`src/rtl/b2da_pkg.sv`:
```
// ----------------------------------------------------------------------------
// b2da_pkg
// Shared types and character constants for the binary to decimal ASCII block.
// ----------------------------------------------------------------------------
package b2da_pkg;

  localparam logic [7:0] CharMinus   = 8'd45;
  localparam logic [7:0] CharZero    = 8'd48;
  localparam int         DigitBits   = 4;
  localparam int         BitsPerStep = 4;

  typedef enum logic [1:0] {
    BkIdle,
    BkConv,
    BkSkip,
    BkEmit
  } bk_state_e;

  typedef struct packed {
    logic [7:0] ascii_char;
    logic       last;
  } out_t;

  typedef struct packed {
    logic push;
    logic full;
    logic pop;
    logic empty;
  } q_ctrl_t;

endpackage

```
`src/rtl/binary_to_decimal_ascii.sv`:
```
// ----------------------------------------------------------------------------
// binary_to_decimal_ascii
// Converts a binary word, signed or unsigned, to decimal ASCII characters.
// ----------------------------------------------------------------------------
// Input channel: push / full with cmd_i (0 signed, 1 unsigned) and value_i.
// An item is taken on a rising edge with push high and full low.
// Result channel: empty / pop with ascii_char_o and last_o. The oldest
// character sits on the ports while empty is low; pop takes it. Each item
// gives an optional '-' then its digits, most significant first, with
// last_o high on the final digit. Zero gives a single '0'.
// The front end forms sign and magnitude and writes a two-entry queue; the
// back end reads it, runs a shift-add-three loop four bits per cycle, skips
// leading zeros one digit per cycle and emits one character per cycle when
// the receiver is not stalling. Per item, the back end loads the entry, runs
// the conversion, skips each leading zero, leaves the skip, then emits each
// digit; with no stall, the '-' goes out during the conversion.
// Reset empties the queue and the output register. A stalled receiver holds
// the back end; the queue keeps taking up to two further items.
// ----------------------------------------------------------------------------
module binary_to_decimal_ascii
  import b2da_pkg::*;
#(
  parameter int DATA_WIDTH = 32
) (
  input  logic                  clk_i,
  input  logic                  rst_ni,
  input  logic                  push,
  output logic                  full,
  input  logic                  cmd_i,
  input  logic [DATA_WIDTH-1:0] value_i,
  output logic                  empty,
  input  logic                  pop,
  output logic [7:0]            ascii_char_o,
  output logic                  last_o
);

  logic                q_wr;
  logic [DATA_WIDTH:0] q_wdata;
  logic                q_rd;
  logic [DATA_WIDTH:0] q_rdata;
  q_ctrl_t             q_ctrl;
  logic                out_valid;
  out_t                out_data;

  // front end: sign classification and magnitude
  b2da_front #(
    .DATA_WIDTH(DATA_WIDTH)
  ) u_front (
    .push      (push),
    .full      (full),
    .cmd_i     (cmd_i),
    .value_i   (value_i),
    .q_full_i  (q_ctrl.full),
    .q_wr_o    (q_wr),
    .q_wdata_o (q_wdata)
  );

  // decoupling queue: sign flag over magnitude
  b2da_queue #(
    .WIDTH(DATA_WIDTH + 1)
  ) u_queue (
    .clk_i   (clk_i),
    .rst_ni  (rst_ni),
    .wr_i    (q_wr),
    .wdata_i (q_wdata),
    .rd_i    (q_rd),
    .rdata_o (q_rdata),
    .ctrl_o  (q_ctrl)
  );

  // back end: conversion and character output
  b2da_back #(
    .DATA_WIDTH(DATA_WIDTH)
  ) u_back (
    .clk_i       (clk_i),
    .rst_ni      (rst_ni),
    .q_empty_i   (q_ctrl.empty),
    .q_rdata_i   (q_rdata),
    .q_rd_o      (q_rd),
    .out_valid_o (out_valid),
    .out_o       (out_data),
    .out_pop_i   (pop)
  );

  assign empty        = !out_valid;
  assign ascii_char_o = out_data.ascii_char;
  assign last_o       = out_data.last;

`ifndef ASSERT_OFF
  // the sign never closes a number
  a_minus_not_last: assert property (@(posedge clk_i) disable iff (!rst_ni)
    !empty && ascii_char_o == CharMinus |-> !last_o)
    else $error("minus character flagged as last");

  // the queue cannot be full and empty at once
  a_queue_sane: assert property (@(posedge clk_i) disable iff (!rst_ni)
    !(q_ctrl.full && q_ctrl.empty))
    else $error("queue both full and empty");

  // front end writes only into a free entry
  a_no_overrun: assert property (@(posedge clk_i) disable iff (!rst_ni)
    q_ctrl.push |-> !q_ctrl.full)
    else $error("queue written while full");

  // back end reads only a waiting entry
  a_no_underrun: assert property (@(posedge clk_i) disable iff (!rst_ni)
    q_ctrl.pop |-> !q_ctrl.empty)
    else $error("queue read while empty");

  // a character that follows the sign is always a digit
  a_digit_after_minus: assert property (@(posedge clk_i) disable iff (!rst_ni)
    pop && !empty && ascii_char_o == CharMinus ##1 !empty |->
      ascii_char_o != CharMinus)
    else $error("two sign characters in a row");
`endif

endmodule

```
`src/rtl/b2da_front.sv`:
```
// ----------------------------------------------------------------------------
// b2da_front
// Accepts items, classifies sign and forms the magnitude for the back end.
// ----------------------------------------------------------------------------
module b2da_front
  import b2da_pkg::*;
#(
  parameter int DATA_WIDTH = 32
) (
  input  logic                  push,
  output logic                  full,
  input  logic                  cmd_i,
  input  logic [DATA_WIDTH-1:0] value_i,
  input  logic                  q_full_i,
  output logic                  q_wr_o,
  output logic [DATA_WIDTH:0]   q_wdata_o
);

  logic                  neg;
  logic [DATA_WIDTH-1:0] mag;

  // signed view only when the command asks for it and the top bit is set
  assign neg = !cmd_i && value_i[DATA_WIDTH-1];
  assign mag = neg ? (~value_i + {{(DATA_WIDTH-1){1'b0}}, 1'b1}) : value_i;

  assign full      = q_full_i;
  assign q_wr_o    = push && !q_full_i;
  assign q_wdata_o = {neg, mag};

endmodule

```
`src/rtl/b2da_queue.sv`:
```
// ----------------------------------------------------------------------------
// b2da_queue
// Two-entry queue between the front and back ends.
// ----------------------------------------------------------------------------
module b2da_queue
  import b2da_pkg::*;
#(
  parameter int WIDTH = 33
) (
  input  logic             clk_i,
  input  logic             rst_ni,
  input  logic             wr_i,
  input  logic [WIDTH-1:0] wdata_i,
  input  logic             rd_i,
  output logic [WIDTH-1:0] rdata_o,
  output q_ctrl_t          ctrl_o
);

  logic [WIDTH-1:0] mem_q [2];
  logic             wptr_q, wptr_d;
  logic             rptr_q, rptr_d;
  logic [1:0]       cnt_q, cnt_d;
  logic             do_wr, do_rd;

  assign ctrl_o.full  = (cnt_q == 2'd2);
  assign ctrl_o.empty = (cnt_q == 2'd0);
  assign ctrl_o.push  = wr_i;
  assign ctrl_o.pop   = rd_i;

  assign do_wr = wr_i && !ctrl_o.full;
  assign do_rd = rd_i && !ctrl_o.empty;

  always_comb begin
    wptr_d = do_wr ? !wptr_q : wptr_q;
    rptr_d = do_rd ? !rptr_q : rptr_q;
    cnt_d  = cnt_q;
    if (do_wr && !do_rd) begin
      cnt_d = cnt_q + 2'd1;
    end else if (do_rd && !do_wr) begin
      cnt_d = cnt_q - 2'd1;
    end
  end

  always_ff @(posedge clk_i or negedge rst_ni) begin
    if (!rst_ni) begin
      wptr_q <= 1'b0;
      rptr_q <= 1'b0;
      cnt_q  <= 2'd0;
    end else begin
      wptr_q <= wptr_d;
      rptr_q <= rptr_d;
      cnt_q  <= cnt_d;
    end
  end

  always_ff @(posedge clk_i) begin
    if (do_wr) begin
      mem_q[wptr_q] <= wdata_i;
    end
  end

  assign rdata_o = mem_q[rptr_q];

endmodule

```
`src/rtl/b2da_back.sv`:
```
// ----------------------------------------------------------------------------
// b2da_back
// Shift-add-three conversion, leading zero skip and character output register.
// ----------------------------------------------------------------------------
module b2da_back
  import b2da_pkg::*;
#(
  parameter int DATA_WIDTH = 32
) (
  input  logic                clk_i,
  input  logic                rst_ni,
  input  logic                q_empty_i,
  input  logic [DATA_WIDTH:0] q_rdata_i,
  output logic                q_rd_o,
  output logic                out_valid_o,
  output out_t                out_o,
  input  logic                out_pop_i
);

  localparam int PW    = ((DATA_WIDTH + BitsPerStep - 1) / BitsPerStep) * BitsPerStep;
  localparam int NSTEP = PW / BitsPerStep;
  localparam int NDIG  = ((DATA_WIDTH * 1233) / 4096) + 1;
  localparam int BW    = NDIG * DigitBits;
  localparam int SW    = (NSTEP > 1) ? $clog2(NSTEP) : 1;
  localparam int RW    = $clog2(NDIG + 1);

  bk_state_e      state_q, state_d;
  logic [PW-1:0]  bin_q, bin_d;
  logic [BW-1:0]  bcd_q, bcd_d;
  logic [SW-1:0]  step_q, step_d;
  logic [RW-1:0]  rem_q, rem_d;
  logic           minus_q, minus_d;
  logic           oval_q, oval_d;
  out_t           out_q, out_d;
  logic           out_free;
  logic [PW-1:0]  bin_v;
  logic [BW-1:0]  bcd_v;
  logic [3:0]     top_dig;

  assign out_free = !oval_q || out_pop_i;
  assign top_dig  = bcd_q[BW-1 -: DigitBits];

  // four dependent shift-add-three steps per cycle
  always_comb begin
    bin_v = bin_q;
    bcd_v = bcd_q;
    for (int b = 0; b < BitsPerStep; b++) begin
      for (int d = 0; d < NDIG; d++) begin
        if (bcd_v[d*DigitBits +: DigitBits] >= 4'd5) begin
          bcd_v[d*DigitBits +: DigitBits] = bcd_v[d*DigitBits +: DigitBits] + 4'd3;
        end
      end
      bcd_v = {bcd_v[BW-2:0], bin_v[PW-1]};
      bin_v = {bin_v[PW-2:0], 1'b0};
    end
  end

  always_comb begin
    state_d = state_q;
    bin_d   = bin_q;
    bcd_d   = bcd_q;
    step_d  = step_q;
    rem_d   = rem_q;
    minus_d = minus_q;
    oval_d  = oval_q && !out_pop_i;
    out_d   = out_q;
    q_rd_o  = 1'b0;

    // the sign goes out as soon as the output slot is free
    if (minus_q && out_free) begin
      oval_d           = 1'b1;
      out_d.ascii_char = CharMinus;
      out_d.last       = 1'b0;
      minus_d          = 1'b0;
    end

    unique case (state_q)
      BkIdle: begin
        if (!q_empty_i) begin
          q_rd_o  = 1'b1;
          minus_d = q_rdata_i[DATA_WIDTH];
          bin_d   = PW'(q_rdata_i[DATA_WIDTH-1:0]);
          bcd_d   = '0;
          step_d  = SW'(NSTEP - 1);
          state_d = BkConv;
        end
      end
      BkConv: begin
        bin_d = bin_v;
        bcd_d = bcd_v;
        if (step_q == '0) begin
          rem_d   = RW'(NDIG);
          state_d = BkSkip;
        end else begin
          step_d = step_q - SW'(1);
        end
      end
      BkSkip: begin
        if (top_dig == 4'd0 && rem_q != RW'(1)) begin
          bcd_d = {bcd_q[BW-DigitBits-1:0], {DigitBits{1'b0}}};
          rem_d = rem_q - RW'(1);
        end else begin
          state_d = BkEmit;
        end
      end
      BkEmit: begin
        if (!minus_q && out_free) begin
          oval_d           = 1'b1;
          out_d.ascii_char = CharZero + {4'd0, top_dig};
          out_d.last       = (rem_q == RW'(1));
          bcd_d            = {bcd_q[BW-DigitBits-1:0], {DigitBits{1'b0}}};
          rem_d            = rem_q - RW'(1);
          if (rem_q == RW'(1)) begin
            state_d = BkIdle;
          end
        end
      end
      default: state_d = BkIdle;
    endcase
  end

  always_ff @(posedge clk_i or negedge rst_ni) begin
    if (!rst_ni) begin
      state_q <= BkIdle;
      minus_q <= 1'b0;
      oval_q  <= 1'b0;
    end else begin
      state_q <= state_d;
      minus_q <= minus_d;
      oval_q  <= oval_d;
    end
  end

  always_ff @(posedge clk_i) begin
    bin_q  <= bin_d;
    bcd_q  <= bcd_d;
    step_q <= step_d;
    rem_q  <= rem_d;
    out_q  <= out_d;
  end

  assign out_valid_o = oval_q;
  assign out_o       = out_q;

endmodule
```
`config.mk`:
```
export PLATFORM = sky130hd
export DESIGN_NAME = binary_to_decimal_ascii
export DESIGN_NICKNAME = d
export VERILOG_FILES = /design/src/rtl/b2da_pkg.sv /design/src/rtl/binary_to_decimal_ascii.sv /design/src/rtl/b2da_front.sv /design/src/rtl/b2da_queue.sv /design/src/rtl/b2da_back.sv
export SDC_FILE = /design/constraint.sdc
export NUM_CORES = 1
export LEC_CHECK = 0
export BUFFER_PORTS_ARGS = -buffer_cell sky130_fd_sc_hd__buf_2
export CAP_MARGIN = 20
export CORE_ASPECT_RATIO = 0.5
export CORE_MARGIN = 4
export CORE_UTILIZATION = 45
export DETAILED_ROUTE_END_ITERATION = 10
export PLACE_DENSITY = 0.72
export SYNTH_ARGS = -nofsm -noshare
export SYNTH_HDL_FRONTEND = slang
export SYNTH_HIERARCHICAL = 1
export SYNTH_SLANG_ARGS = --single-unit
```
`constraint.sdc`:
```
create_clock -name clk_i -period 12.09 [get_ports clk_i]
set_clock_uncertainty 0.2 [all_clocks]
set_input_delay 1.209 -clock clk_i [delete_from_list [all_inputs] [get_ports clk_i]]
set_output_delay 1.209 -clock clk_i [all_outputs]
set_load 0.05 [all_outputs]
```
==> results of run 1 <==
==> metrics by stage <==
step / setup slack, ns / hold WS, ns / std cells
after floorplan: 7.85 / 0.261 / 1312
after global placement: 7.74 / 0.222 / 1692
after detailed placement: 7.66 / 0.231 / 1692
after CTS: 7.64 / 0.250 / 1724
after global routing: 7.19 / 0.278 / 1725
final: 7.62 / 0.249 / 1725
==> state kept, by name (all words and copies together) (netlist names), named ones only <==
name,flops
u_back/out_o,8
u_back/bin_q,32
u_queue/wptr_q,1
u_back/minus_q,1
u_back/state_q,2
u_queue/mem_q,66
u_back/step_q,3
u_back/rem_q,4
u_back/out_valid_o,1
u_queue/rptr_q,1
u_queue/cnt_q,2
u_back/bcd_q,40
==> metal layers <==
layer  vias to the layer above  GRT usage (%)  part of all wire (%)
met3                        37           2.53                   4.2
met2                       246           30.7                    48
li1                       5021              -                     -
met5                         -              0                     0
met1                      4906           23.1                    46
met4                         0           4.96                   1.5
==> critical path: cells and delay by family, from the launching register on <==
kind                     cells  cell delay, ns
AND/OR/NAND/NOR              7            1.62
AO/OA/AOI/OAI                5            1.06
buffers and inverters        2            0.15
multiplexers                 1            0.11
adder cells (fa/ha/maj)      3            0.68
flip-flops                   1            0.49
==> placed cells by master, fill, tap and decap left out, types with 18 or more instances in the layout <==
cell type,n
edfxtp_1,146
nand2_1,104
a21oi_1,91
nor2_1,87
o21ai_0,78
inv_1,72
ha_1,52
buf_2,47
mux2_2,40
nor3_1,39
mux2_4,30
nand2b_1,29
a211oi_1,28
nand3_1,26
mux2i_1,25
xor2_1,25
or2_2,22
xnor2_1,20
a211o_1,18
==> worst min-delay path by stage <==
stage / from / endpoint / cells after the start
after floorplan: u_queue/wptr_q / u_queue/wptr_q / 1
after global placement: u_back/out_o[6] / u_back/out_o[6] / 1
after detailed placement: u_back/out_o[6] / u_back/out_o[6] / 1
after CTS: u_back/out_o[6] / u_back/out_o[6] / 1
after global routing: u_back/out_o[6] / u_back/out_o[6] / 1
final: u_back/out_o[6] / u_back/out_o[6] / 1
==> cell type report <==
class	instances	area, um^2
Clock inverter	14	203
Inverter	72	270
Clock buffer	18	429
Sequential cell	162	4750
Fill cell	2372	13200
Tap cell	374	468
Timing Repair Buffer	55	295
Multi-Input combinational cell	1030	7330
==> run summary, run 1 <==
Max Fclk - 0.224 GHz
first-pass GRT wire length - 46200 um
vias - 10200
outcome - finished, final reports clean
HPWL after DPL - 20100 um
gp weighted congestion - 0.866
drc violations - 0
clk_lat worst skew - 0.42 ns
Final Util - 51.0%
Die Area - 30900 um^2
class of the worst hold path - reg2reg
total core area - 27000 um^2
Port Buf Inserts - 47
CP max FO - 7
Synth Instances - 1312
Clk pin slew, worst setup/hold paths - 0.07 ns
Setup TNS - 0 ns
crit path time final - 4.47 ns
Syn Area/Cell - 9.60 um^2
initial DRC count - 949
post-route cell area - 13700 um^2
Die Height - 126 um
Worst R2R Start - u_back/bcd_q[16]
Final Hold Vio Count - 0
Post-Route WL - 27800 um
CTS Buffer Depth - 2
Diodes inserted - 0
Final #Nets - 1428
Worst setup SP type - flip-flop
Crit Path Category - reg2reg
Post-Syn Nets - 1402
num rows - 42
Area growth syn-to-layout - 9.15%
max cap viols - 0
Starting Density - 46.7%
maximum number of pins on one net before global-route repair - 45
TritonCTS clock tree - yes
die width - 245 um
fin crit share - 36.9%
Tightest Pin Transition - 1.11 ns
remaining antenna violation count after routing - 0
crit-path cells - inv_1 -> ha_1 -> nor2b_1 -> a2bb2oi_1 -> and2_1 -> inv_1 -> ha_1 -> or3_1 -> a211oi_2 -> or2_2 -> o21ai_2 -> and2_0 -> ha_1 -> nor4_1 -> mux2i_1 -> a211oi_1 -> nor3_1 -> o21ai_1
Avg WL per Cell - 16.1 um
CTS resizes - 0
CTS Root Cell - clkbuf_16
total gr overflow - 0
# hold bufs at CTS - 0
Worst R2R End - u_back/bcd_q[22]
Finish-stage setup viols - 0
Detailed Routing Iterations Pass 1 - 5
Setup crit end - u_back/bcd_q[22]
slowest CP cell - edfxtp_1
Max stage delay on crit path - 0.49 ns
number of global-route vias before repair - 9681
synth warn - 6
CTS H-tree lvls - 4
Setup crit start - u_back/bcd_q[16]
Max-slew headroom - 26.3%
critical path arrival - 4.55 ns
Post-Syn Area - 12600 um^2
Crit. End Element - flip-flop
Post CTS Setup Buffer Count - 0
TritonCTS sink count - 162
Placed Area - 13100 um^2
CTS Buf Count - 17
r2r setup slk - 7.62 ns
Critical Path RT - 12.17 ns
share of cells above drive strength 1 - 16.2%
RSZ-0062 raised after global routing - no
initial antenna violation count - 0
most used cell, CP - ha_1
R2R cell count - 18
fin. max-slew vios - 0
Vias per Instance - 5.92
total track usage - 17.6%
# IOs - 48
Power of run 1 is not shown: default switching activity piles up to over one toggle a cycle in this logic, so the estimate is an artifact.
==> inputs of run 2 (changes only) <==
- clock period: 12.09 -> 4.3 ns (I/O delays scaled with it)
==> run 2 against run 1 <==
Effect of this change:
- non-clock buffer count up 32
- wire length is 3.2% higher
- via count rose by 2.1%
- cell area is 3.2% higher
- sequential share of layout area shrank 1.1 points
- worst hold slack got worse by 0.19 ns
- critical path type unchanged
==> run summary, run 2 (synthesis results as in run 1) <==
Die Height - 126 um
outcome - finished, final reports clean
post-route insts no fill - 1757
CTS H-tree lvls - 4
Crit Path Category - reg2reg
HPWL after DPL - 20500 um
Max stage delay on crit path - 0.40 ns
Diodes inserted - 0
vias - 10400
share of cells above drive strength 1 - 21.2%
die width - 245 um
Tightest Pin Transition - 1.12 ns
most common cell after layout, fill and taps aside - edfxtp_1
Regs by FF count - u_queue/mem_q (66), u_back/bcd_q (40), u_back/bin_q (32)
Crit. End Element - flip-flop
Final Util - 52.6%
Critical Path RT - 4.28 ns
Max Fclk - 0.239 GHz
total track usage - 17.8%
Final Hold Vio Count - 0
number of global-route vias before repair - 10000
max FFs per register - 66
CTS Buffer Depth - 2
Area growth syn-to-layout - 12.6%
Max-slew headroom - 25.2%
Port Buf Inserts - 47
TritonCTS clock tree - yes
gp weighted congestion - 0.882
most frequent cells in the layout - 146 x edfxtp_1, 103 x nand2_1, 88 x a21oi_1
max cap viols - 0
Die Area - 30900 um^2
CTS Buf Count - 17
crit path time final - 4.18 ns
worst setup margin - 0.120 ns
total gr overflow - 0
Avg WL per Cell - 16.4 um
dpl cells - 1709
Worst setup SP type - flip-flop
Final #Nets - 1460
TritonCTS sink count - 162
Finish-stage setup viols - 0
clk_lat worst skew - 0.43 ns
class of the worst hold path - in2reg
initial DRC count - 1045
total core area - 27000 um^2
# IOs - 48
Vias per Instance - 5.94
pre-CTS setup slack - -0.0331 ns
fin. max-slew vios - 0
critical path arrival - 4.16 ns
fin crit share - 97.2%
Clk pin slew, worst setup/hold paths - 0.07 ns
drc violations - 0
num rows - 42
slowest CP cell - edfxtp_1
CP max FO - 5
initial antenna violation count - 0
Detailed Routing Iterations Pass 1 - 7
crit-path cells - inv_1 -> ha_1 -> and2b_1 -> o22ai_1 -> or2_2 -> nand3_1 -> nand2_2 -> inv_1 -> ha_1 -> maj3_1 -> a221o_1 -> a211oi_2 -> nand2_1 -> or3_1 -> a32o_1
remaining antenna violation count after routing - 0
Post-Route WL - 28700 um
maximum number of pins on one net before global-route repair - 44
FILL cells - 2364
Reg with most FFs - u_queue/mem_q
Starting Density - 46.7%
first-pass GRT wire length - 46500 um
CTS Root Cell - clkbuf_16
[run 2: cell count changes in the layout (fill, tap and decap cells not counted), sizes merged]
cell         change
inv              +1
buf             +31
clkinvlp         +2
dlygate4sd3      +1
bufinv           -2
clkbuf           -1
[run 2: per-stage QoR]
step | cell area [um^2] | TNS [ns] | hold WS (ns)
2_1_floorplan | 12600 | 0 | -0.0656
3_3_place_gp | 13200 | 0 | 0.0783
3_5_place_dp | 13200 | -0.0523 | 0.0830
4_1_cts | 13900 | 0 | 0.0304
5_1_grt | 14200 | -0.143 | 0.0359
6_report | 14200 | 0 | 0.0544
[run 2: routing by layer]
metal | wire length, um | up-vias | track usage [%] | share of wire (%)
li1 | - | 5092 | - | -
met1 | 12700 | 4999 | 22.1 | 44
met2 | 14400 | 305 | 32.5 | 50
met3 | 1260 | 32 | 2.89 | 4.4
met4 | 371 | 0 | 4.73 | 1.3
met5 | 0 | - | 0 | 0
[run 2: critical path: cells and delay by family, from the launching register on]
kind | cells | cell delay, ns
compound gates | 4 | 1.10
fa+ha+maj | 3 | 0.74
buf+inv | 2 | 0.24
flops | 1 | 0.40
simple gates | 6 | 1.24
[run 2: cell type report]
type,count,area (um^2),share of cell area (%)
clock buffer,17,425,3.00
clock inverter,15,178,1.25
inverter,72,270,1.91
multi-input combinational,1030,7560,53.3
sequential,162,4750,33.5
tap,374,468,3.30
timing repair buffer,87,538,3.79
[run 2: final timing paths]
kind,start,to,slack (ns),depth (start not counted)
setup reg to reg,u_back/bcd_q[21],u_back/bcd_q[26],0.12,15
min in group asynchronous,rst_ni,u_queue/wptr_q,0.17,2
setup / recovery,u_back/bcd_q[21],u_back/bcd_q[26],0.12,15
max in group asynchronous,rst_ni,u_queue/rptr_q,3.55,2
hold / removal,value_i[0],u_queue/mem_q[0][0],0.05,1
hold reg to reg,u_back/out_o[6],u_back/out_o[6],0.25,1
[run 2: what timing repair did]
item | in CTS | in global routing
pin swaps | 0 | 14
hold buffers | 1 | 0
endpoints found under the setup margin | 3 | 18
buffers inserted | 3 | 12
resized for setup | 3 | 55
endpoints found under the hold margin | 8 | 0
Power of run 2 is left out for the same reason.
==> inputs of run 3 (changes only) <==
- ABC_AREA: unset -> 1
- CTS_BUF_LIST: unset -> sky130_fd_sc_hd__clkbuf_2
==> run 3 against run 2 <==
Effect of this change:
- utilization down 1.7 points
- cell area down 9.3%
- area after synthesis down 7.8%
- largest cell class unchanged
- via count down 4.0%
- maximum frequency up 11%
- die area down 7.5%
- first-iteration DRC count down 43%
- non-clock buffer count up 13
- setup slack better by 0.42 ns
- global-route usage down 1.0 points
==> run summary, run 3 <==
critical path arrival - 4.17 ns
HPWL after DPL - 17100 um
Max-slew headroom - 47.8%
hold path start - u_back/out_o[8]
max FFs per register - 66
total core area - 25300 um^2
Post-Route WL - 23900 um
Final #Nets - 1762
Regs by FF count - u_queue/mem_q (66), u_back/bcd_q (40), u_back/bin_q (32)
TritonCTS sink count - 162
Post-Syn Nets - 1673
Worst setup SP type - flip-flop
Vias per Instance - 4.93
# IOs - 48
vias - 10000
fin. max-slew vios - 0
Detailed Routing Iterations Pass 1 - 5
outcome - finished, final reports clean
drc violations - 0
slowest CP cell - edfxtp_1
Synth Instances - 1583
crit path time final - 3.76 ns
Placed Area - 12200 um^2
synth warn - 6
worst setup margin - 0.540 ns
class of the worst hold path - reg2reg
number of global-route vias before repair - 9229
Max stage delay on crit path - 0.49 ns
most used cell, CP - nand2_1
Crit Path Category - reg2reg
Tightest Pin Transition - 0.783 ns
initial DRC count - 595
max cap viols - 0
CTS Buf Count - 17
CTS Root Cell - clkbuf_2
Final Hold Vio Count - 0
FILL cells - 2380
Syn Area/Cell - 7.33 um^2
CTS resizes - 0
Setup TNS - 0 ns
most frequent cells in the layout - 618 x nand2_1, 202 x inv_1, 146 x edfxtp_1
Post-Syn Area - 11600 um^2
Starting Density - 45.9%
CTS Buffer Depth - 2
Max Fclk - 0.266 GHz
num rows - 41
Worst R2R Start - u_back/bcd_q[32]
Reg with most FFs - u_queue/mem_q
total track usage - 16.8%
TritonCTS clock tree - yes
Finish-stage setup viols - 0
share of cells above drive strength 1 - 10.3%
fin crit share - 87.4%
gp weighted congestion - 0.857
Clk pin slew, worst setup/hold paths - 0.24 ns
Final Util - 50.9%
total gr overflow - 0
Area growth syn-to-layout - 10.9%
maximum number of pins on one net before global-route repair - 61
post-route cell area - 12900 um^2
Crit. End Element - flip-flop
Die Area - 28600 um^2
first-pass GRT wire length - 40500 um
Port Buf Inserts - 47
Setup crit start - u_back/bcd_q[32]
die width - 235 um
remaining antenna violation count after routing - 0
clk_lat worst skew - 0.75 ns
initial antenna violation count - 1
Critical Path RT - 4.71 ns
Post CTS Setup Buffer Count - 0
RSZ-0062 raised after global routing - no
Die Height - 122 um
CTS H-tree lvls - 4
pre-CTS setup slack - 0.634 ns
CP max FO - 5
Avg WL per Cell - 11.8 um
most common cell after layout, fill and taps aside - nand2_1
==> run 3: cell types whose count changed in the layout (fill, tap and decap cells not counted), moves of 35 or more <==
cell and delta:
inv_1 +130, mux2_2 -40, nor3_1 -35, nand3_1 +114, nand2_1 +515, dlygate4sd3_1 +42
o21ai_0 -41
==> run 3: timing repair <==
item | CTS | global route
hold buffers | 43 | 0
setup endpoints to repair | 0 | 0
endpoints found under the hold margin | 81 | 0
==> run 3: cell type report <==
class / count / area (um^2) / share of cell area [%]
multi-input combinational: 1179 / 5920 / 46.0
sequential: 162 / 4740 / 36.9
inverter: 212 / 801 / 6.22
timing repair buffer: 100 / 753 / 5.85
tap: 344 / 430 / 3.35
clock inverter: 14 / 129 / 1.00
clock buffer: 18 / 90.1 / 0.700
antenna: 1 / 2.50 / 0.0194
==> run 3: worst max-delay path: cells and delay by family (launching register included) <==
family                   cells  cell delay, ns
AND/OR/NAND/NOR             18            1.61
buffers and inverters        7            0.47
AO/OA/AOI/OAI                1            0.15
adder cells (fa/ha/maj)      4            0.71
flip-flops                   1            0.49
==> run 3: routing by layer <==
metal | vias to the layer above | GRT usage, % | wire [um]
met3 | 31 | 2.65 | 751
li1 | 5329 | - | -
met5 | - | 0 | 0
met4 | 0 | 4.05 | 372
met2 | 173 | 31.4 | 11800
met1 | 4480 | 20.6 | 11000
==> run 3: final timing paths <==
path                                endpoint  slack, ns  depth (start not counted)
min                          u_back/out_o[8]       0.24                          2
max in group asynchronous  u_back/state_q[0]       3.18                          3
min in group asynchronous     u_queue/wptr_q       0.44                          3
max                         u_back/bcd_q[38]       0.54                         30
max reg2reg                 u_back/bcd_q[38]       0.54                         30
min reg2reg                  u_back/out_o[8]       0.24                          2
==> run 3: metrics by stage <==
step                      cells  hold slack, ns
after floorplan            1583         -0.0656
after global routing       2030           0.173
final                      2030           0.239
after global placement     1953          0.0864
after detailed placement   1953          0.0856
after CTS                  2028           0.156
Power of run 3 is left out for the same reason.
